==> src/rtl/scas_pkg.sv <==
`timescale 1ns / 1ps
`default_nettype none
package scas_pkg;
  localparam int MaxCols = 1024;
  localparam int MaxNnz = 16384;
  localparam int ColAw = $clog2(MaxCols + 1);
  localparam int NnzAw = $clog2(MaxNnz);
  localparam int PtrW = 15;
  localparam int RowW = 10;
  localparam int ValW = 32;

  localparam logic [2:0] CmdLoadPtr = 3'd0;
  localparam logic [2:0] CmdLoadEntry = 3'd1;
  localparam logic [2:0] CmdAdd = 3'd2;
  localparam logic [2:0] CmdGet = 3'd3;
  localparam logic [2:0] CmdZero = 3'd4;
  localparam logic [2:0] CmdScale = 3'd5;

  typedef struct packed {
    logic [2:0] cmd;
    logic [14:0] slot;
    logic [14:0] pointer_value;
    logic [9:0] row;
    logic [9:0] col;
    logic signed [31:0] value;
  } in_word_t;

  typedef struct packed {
    logic signed [31:0] read_value;
    logic status;
  } out_word_t;

  function automatic logic signed [31:0] sat32(input logic signed [63:0] v);
    logic signed [31:0] r;
    if (v > 64'sh7FFF_FFFF) r = 32'sh7FFF_FFFF;
    else if (v < -64'sh8000_0000) r = 32'sh8000_0000;
    else r = v[31:0];
    return r;
  endfunction

  function automatic logic [PtrW-1:0] clamp_nnz(input logic [PtrW-1:0] p);
    logic [PtrW-1:0] r;
    r = (p > PtrW'(MaxNnz)) ? PtrW'(MaxNnz) : p;
    return r;
  endfunction
endpackage
`default_nettype wire

==> src/rtl/scas_mul.sv <==
`timescale 1ns / 1ps
`default_nettype none
// Q16.16 multiply: product registered, then rounded and saturated into the output register.
module scas_mul (
  input  wire logic               clk,
  input  wire logic signed [31:0] a,
  input  wire logic signed [31:0] b,
  output logic signed [31:0]      q_r
);
  import scas_pkg::*;
  logic signed [63:0] prod_r;
  logic signed [63:0] rnd;
  always_comb rnd = (prod_r + 64'sd32768) >>> 16;
  always_ff @(posedge clk) begin
    prod_r <= a * b;
    q_r <= sat32(rnd);
  end
endmodule
`default_nettype wire
==> config.mk <==
export PLATFORM = sky130hd
export DESIGN_NAME = scas_mul
export DESIGN_NICKNAME = d
export VERILOG_FILES = /design/src/rtl/scas_pkg.sv /design/src/rtl/scas_mul.sv
export SDC_FILE = /design/constraint.sdc
export NUM_CORES = 2
export LEC_CHECK = 0
export ABC_AREA = 1
export BUFFER_PORTS_ARGS = -buffer_cell sky130_fd_sc_hd__buf_2
export CAP_MARGIN = 20
export CORE_MARGIN = 3
export CORE_UTILIZATION = 40
export DETAILED_ROUTE_END_ITERATION = 7
export PLACE_DENSITY = 0.51
export SLEW_MARGIN = 20
export SYNTH_ARGS = -nofsm -noshare
export SYNTH_HDL_FRONTEND = slang
export SYNTH_SLANG_ARGS = --single-unit
export TNS_END_PERCENT = 5
==> constraint.sdc <==
create_clock -name clk -period 10.24 [get_ports clk]
set_input_delay 2.048 -clock clk [delete_from_list [all_inputs] [get_ports clk]]
set_output_delay 2.048 -clock clk [all_outputs]
set_load 0.005 [all_outputs]
; Word-level counts from Yosys, hierarchy flattened
; Cells that the tools add are included.
[word_totals]
in_bits = 65
output_inout_bits = 32
latchBits = 0
ram_bits = 0
reg_bits = 96
mem_count = 0
word_cells = 7
rom_bits = 0
[classes]
order_cmp = 2
mul = 1
muxes = 1
n_eq_ne = 0
shifts = 0
n_div = 0
n_reduce_logical = 0
bitwise_logic = 0
add_sub_neg = 1
[ops]
columns = op, n
row1 = $add A64 B17 Y64 const B, 1
row2 = $mul A32 B32 Y64, 1
row3 = $gt A48 B32 Y1 const B, 1
row4 = $lt A48 B32 Y1 const B, 1
row5 = $mux W32, 1

; Longest topological paths before layout
[depth]
depth_word = 3
depth_mapped = 32
depth_no_buf = 31

; Worst setup path before layout
; OpenSTA, ideal clock, no wires.
[synth_timing]
kind = input port to flip-flop
from = in a[31]
to = reg prod_r[59]
path_buffers = 1
setup_ns = 0.112
path_stages = 26
arrival_time_ns = 8.818
required_ns = 10.128
setup_slack_ns = 1.310
cell_sequence = clkbuf_1 -> nand2_1 -> inv_1 -> fa_1 -> fa_1 -> fa_1 -> inv_1 -> fa_1 -> inv_1 -> fa_1 -> fa_1 -> inv_1 -> fa_1 -> inv_1 -> fa_1 -> ha_1 -> a21oi_1 -> inv_1 -> a31oi_1 -> o21ai_0 -> nand2_1 -> o21ai_0 -> a211oi_1 -> nand2_1 -> nand2_1 -> nand2_1
[synth_via]
elab_chain_cells = 1
[synth_lines]
columns = element, line_no
row1 = from (decl), scas_mul.sv:6  ; input wire logic signed [31:0] a,
row2 = $mul A32 B32 Y64, scas_mul.sv:15  ; prod_r <= a * b;
row3 = to (signal assigned), scas_mul.sv:15
row4 = to (decl), scas_mul.sv:11  ; logic signed [63:0] prod_r;
; No other way between the ends.
; A chain may end at the register's enable or synchronous reset.

; Worst setup path in the final report
[layout_timing]
from = in b[17]
to = reg prod_r[61]
[layout_via]
elab_chain_cells = 1
[layout_lines]
columns = element, line_no
row1 = from (decl), scas_mul.sv:7  ; input wire logic signed [31:0] b,
row2 = $mul A32 B32 Y64, scas_mul.sv:15
; No other way between the ends.

==> impl_metrics.csv <==
group,metric,value,unit
outcome,status,"completed",
synthesis,yosys.area.top_type,"fa_1",
sta,relSlewSlack,0.323,
global_routing,grt_usage,0.231,
sta,hold_viol,0,
sta,rsz0062_at_grt,"false",
critical_path,criticalPathCategory,"in2reg",
synthesis,synth_flop_cell,"dfxtp_1",
sta,finalSetupTns,0,ns
floorplan,rows,117,
detailed_routing,drc,0,
flow_run,drv_cap,0,
floorplan,die_h,327,µm
sta,fmax,108,MHz
cts,cts_buffers,9,
global_routing,overflow,0,
synthesis,syn_inst,5224,
cts,cts.sinks,81,
synthesis,netlist.area_leader.share,0.525,
cells_and_area,fin_cells,6577,
placement,dp.cells,6556,
global_routing,antenna_found_initial,7,
synthesis,async_flop_share,0,
cts,cts_tree,"built",
cells_and_area,drive_gt1_frac,0.0405,
global_routing,grt_pass1_wl,195,mm
floorplan,die_area,0.107,mm²
global_routing,grt_pass1_vias,34581,
synthesis,ys_top_cells_by_count,"inv_1, nand2_1, fa_1",
placement,gp_congestion,0.915,
synthesis,synth_area,0.0412,mm²
critical_path,arrival,9.50,ns
cells_and_area,nNetsFinal,6526,
sta,drv_slew,0,
sta,timing.final.crit_share,0.904,
sta,setup_viol,0,
cts,hold_buffers,0,
cts,clk-insertion-delay-late,0.35,ns
cells_and_area,area_growth,5.55,%
critical_path,cp_max_fo,32,
sta,final.min_clock_period,9.26,ns
detailed_routing,wl,118,mm
cts,clk_pin_slew,0.07,ns
synthesis,synth_area_leaders,"fa_1, inv_1, nand2_1, ha_1, dfxtp_1",
synthesis,ys_warn_count,0,
cts,htree_levels,3,
critical_path,required,10.48,ns
placement,dp_hpwl,104,mm
floorplan,start_util,0.404,
sta,finClkSkew,0.0124,ns
global_routing,grt_max_degree,33,
critical_path,worstSetupStartpointType,"primary input",
sta,tightest_slew,1.01,ns
synthesis,synth.most_common_cell,"inv_1",
cts,cts_setup_buffers,0,
synthesis,synth-seq-area-share,0.0393,
cts,post_cts_resized,0,
cts,cts_root_buf,"clkbuf_16",
synthesis,synth_cell_types,40,
placement,dp_slack,0.598,ns
synthesis,synth_nets,6551,
floorplan,io_pins,97,
min_path,hold_path_class,"reg2reg",
detailed_routing,dr.pass1.iters,5,
detailed_routing,drt_iter0_markers,1611,
synthesis,ys_seq_elements,81,
floorplan,core,0.102,mm²
cells_and_area,post-route-util,0.426,
detailed_routing,vias,31091,
cells_and_area,fillCellCount,10632,
detailed_routing,avgViaCountPerCell,4.73,
floorplan,die_w,327,µm
detailed_routing,wl_per_cell,18.0,µm
cts,cts_buffer_depth,2,
synthesis,avgSynthCellArea,7.89,µm²
critical_path,cp-end-kind,"flip-flop",
detailed_routing,ant_nets,0,
placement,io_buffer_count,96,
synthesis,synth-edff-count,0,
sta,fin_ws,0.984,ns
-- cells by family after synthesis --
family / count (synthesis) / synth area share
AND/OR/NAND/NOR: 1746 / 0.166
buffers and inverters: 1847 / 0.169
adder cells (fa/ha/maj): 1262 / 0.580
XOR/XNOR: 79 / 0.0168
AO/OA/AOI/OAI: 209 / 0.0288
flip-flops: 81 / 0.0393
-- stage by stage --
stage,hold WS (ns),cell area [µm²]
after floorplan,0.529,41200
after global placement,0.587,43200
after detailed placement,0.581,43200
after CTS,0.595,43500
after global routing,0.639,43500
final,0.604,43500
-- path summary, 6_finish.rpt --
check,start,endpoint,slack (ns),cells after the start
worst max register to register,prod_r[15]$_DFF_P_,q_r[0]$_SDFF_PN1_,7.23,12
worst min-delay path,prod_r[16]$_DFF_P_,q_r[0]$_SDFF_PN1_,0.60,3
worst min register to register,prod_r[16]$_DFF_P_,q_r[0]$_SDFF_PN1_,0.60,3
worst max-delay path,b[17],prod_r[61]$_DFF_P_,0.98,23
-- critical path, cell delays in order --
cell	delay, ns
buf_2	0.68
nand2_1	0.30
fa_1	0.79
inv_1	0.10
fa_1	0.43
inv_1	0.30
fa_1	0.50
fa_1	0.49
inv_1	0.05
fa_1	0.50
fa_1	0.54
inv_1	0.05
fa_1	0.52
inv_1	0.05
fa_1	0.47
ha_1	0.46
nand2_1	0.16
nor2_1	0.18
nand2_1	0.09
nor2_1	0.23
nand4_1	0.26
nand3_1	0.16
nand2_1	0.07
-- cell type report --
type | instances | area [µm²] | area share
diodes | 5 | 12.5 | 0.000288
multi-input cells | 3296 | 32600 | 0.750
flip-flops and latches | 81 | 1620 | 0.0373
repair buffers | 162 | 1030 | 0.0236
well taps | 1368 | 1710 | 0.0393
clock inverters | 5 | 62.6 | 0.00144
clock buffers | 11 | 253 | 0.00581
inverters | 1649 | 6190 | 0.142
-- state kept, by name, indices dropped and copies added, names as in the netlist --
name and flops:
q_r 32, prod_r 49
-- per-layer routing --
metal  vias to the layer above  GRT usage  part of all wire  wire (µm)
met5                         -          0           0.00015         18
met4                         4     0.0370             0.017       1980
met3                       103     0.0165             0.035       4080
met2                       552      0.412              0.50      59100
met1                     16046      0.315              0.45      53000
li1                      14386          -                 -          -
-- layout by cell type, fill, tap and decap left out, types with 5 or more instances in the layout --
cell / instances
nand3_1: 66
a21o_1: 15
a211oi_1: 5
buf_4: 62
a21boi_0: 10
o21bai_1: 11
nor2_2: 8
xnor2_1: 25
xor2_1: 54
or2_2: 8
nand4_1: 24
nand2_1: 1360
ha_1: 181
dfxtp_1: 81
fa_1: 1081
nand2_2: 9
o21ai_0: 62
nor3_1: 13
a21oi_1: 86
inv_1: 1647
nor2_1: 245
a31oi_1: 8
diode_2: 5
buf_2: 96
clkbuf_16: 9
Power is not shown: default switching activity piles up to over one toggle a cycle in this logic, so the estimate is an artifact.
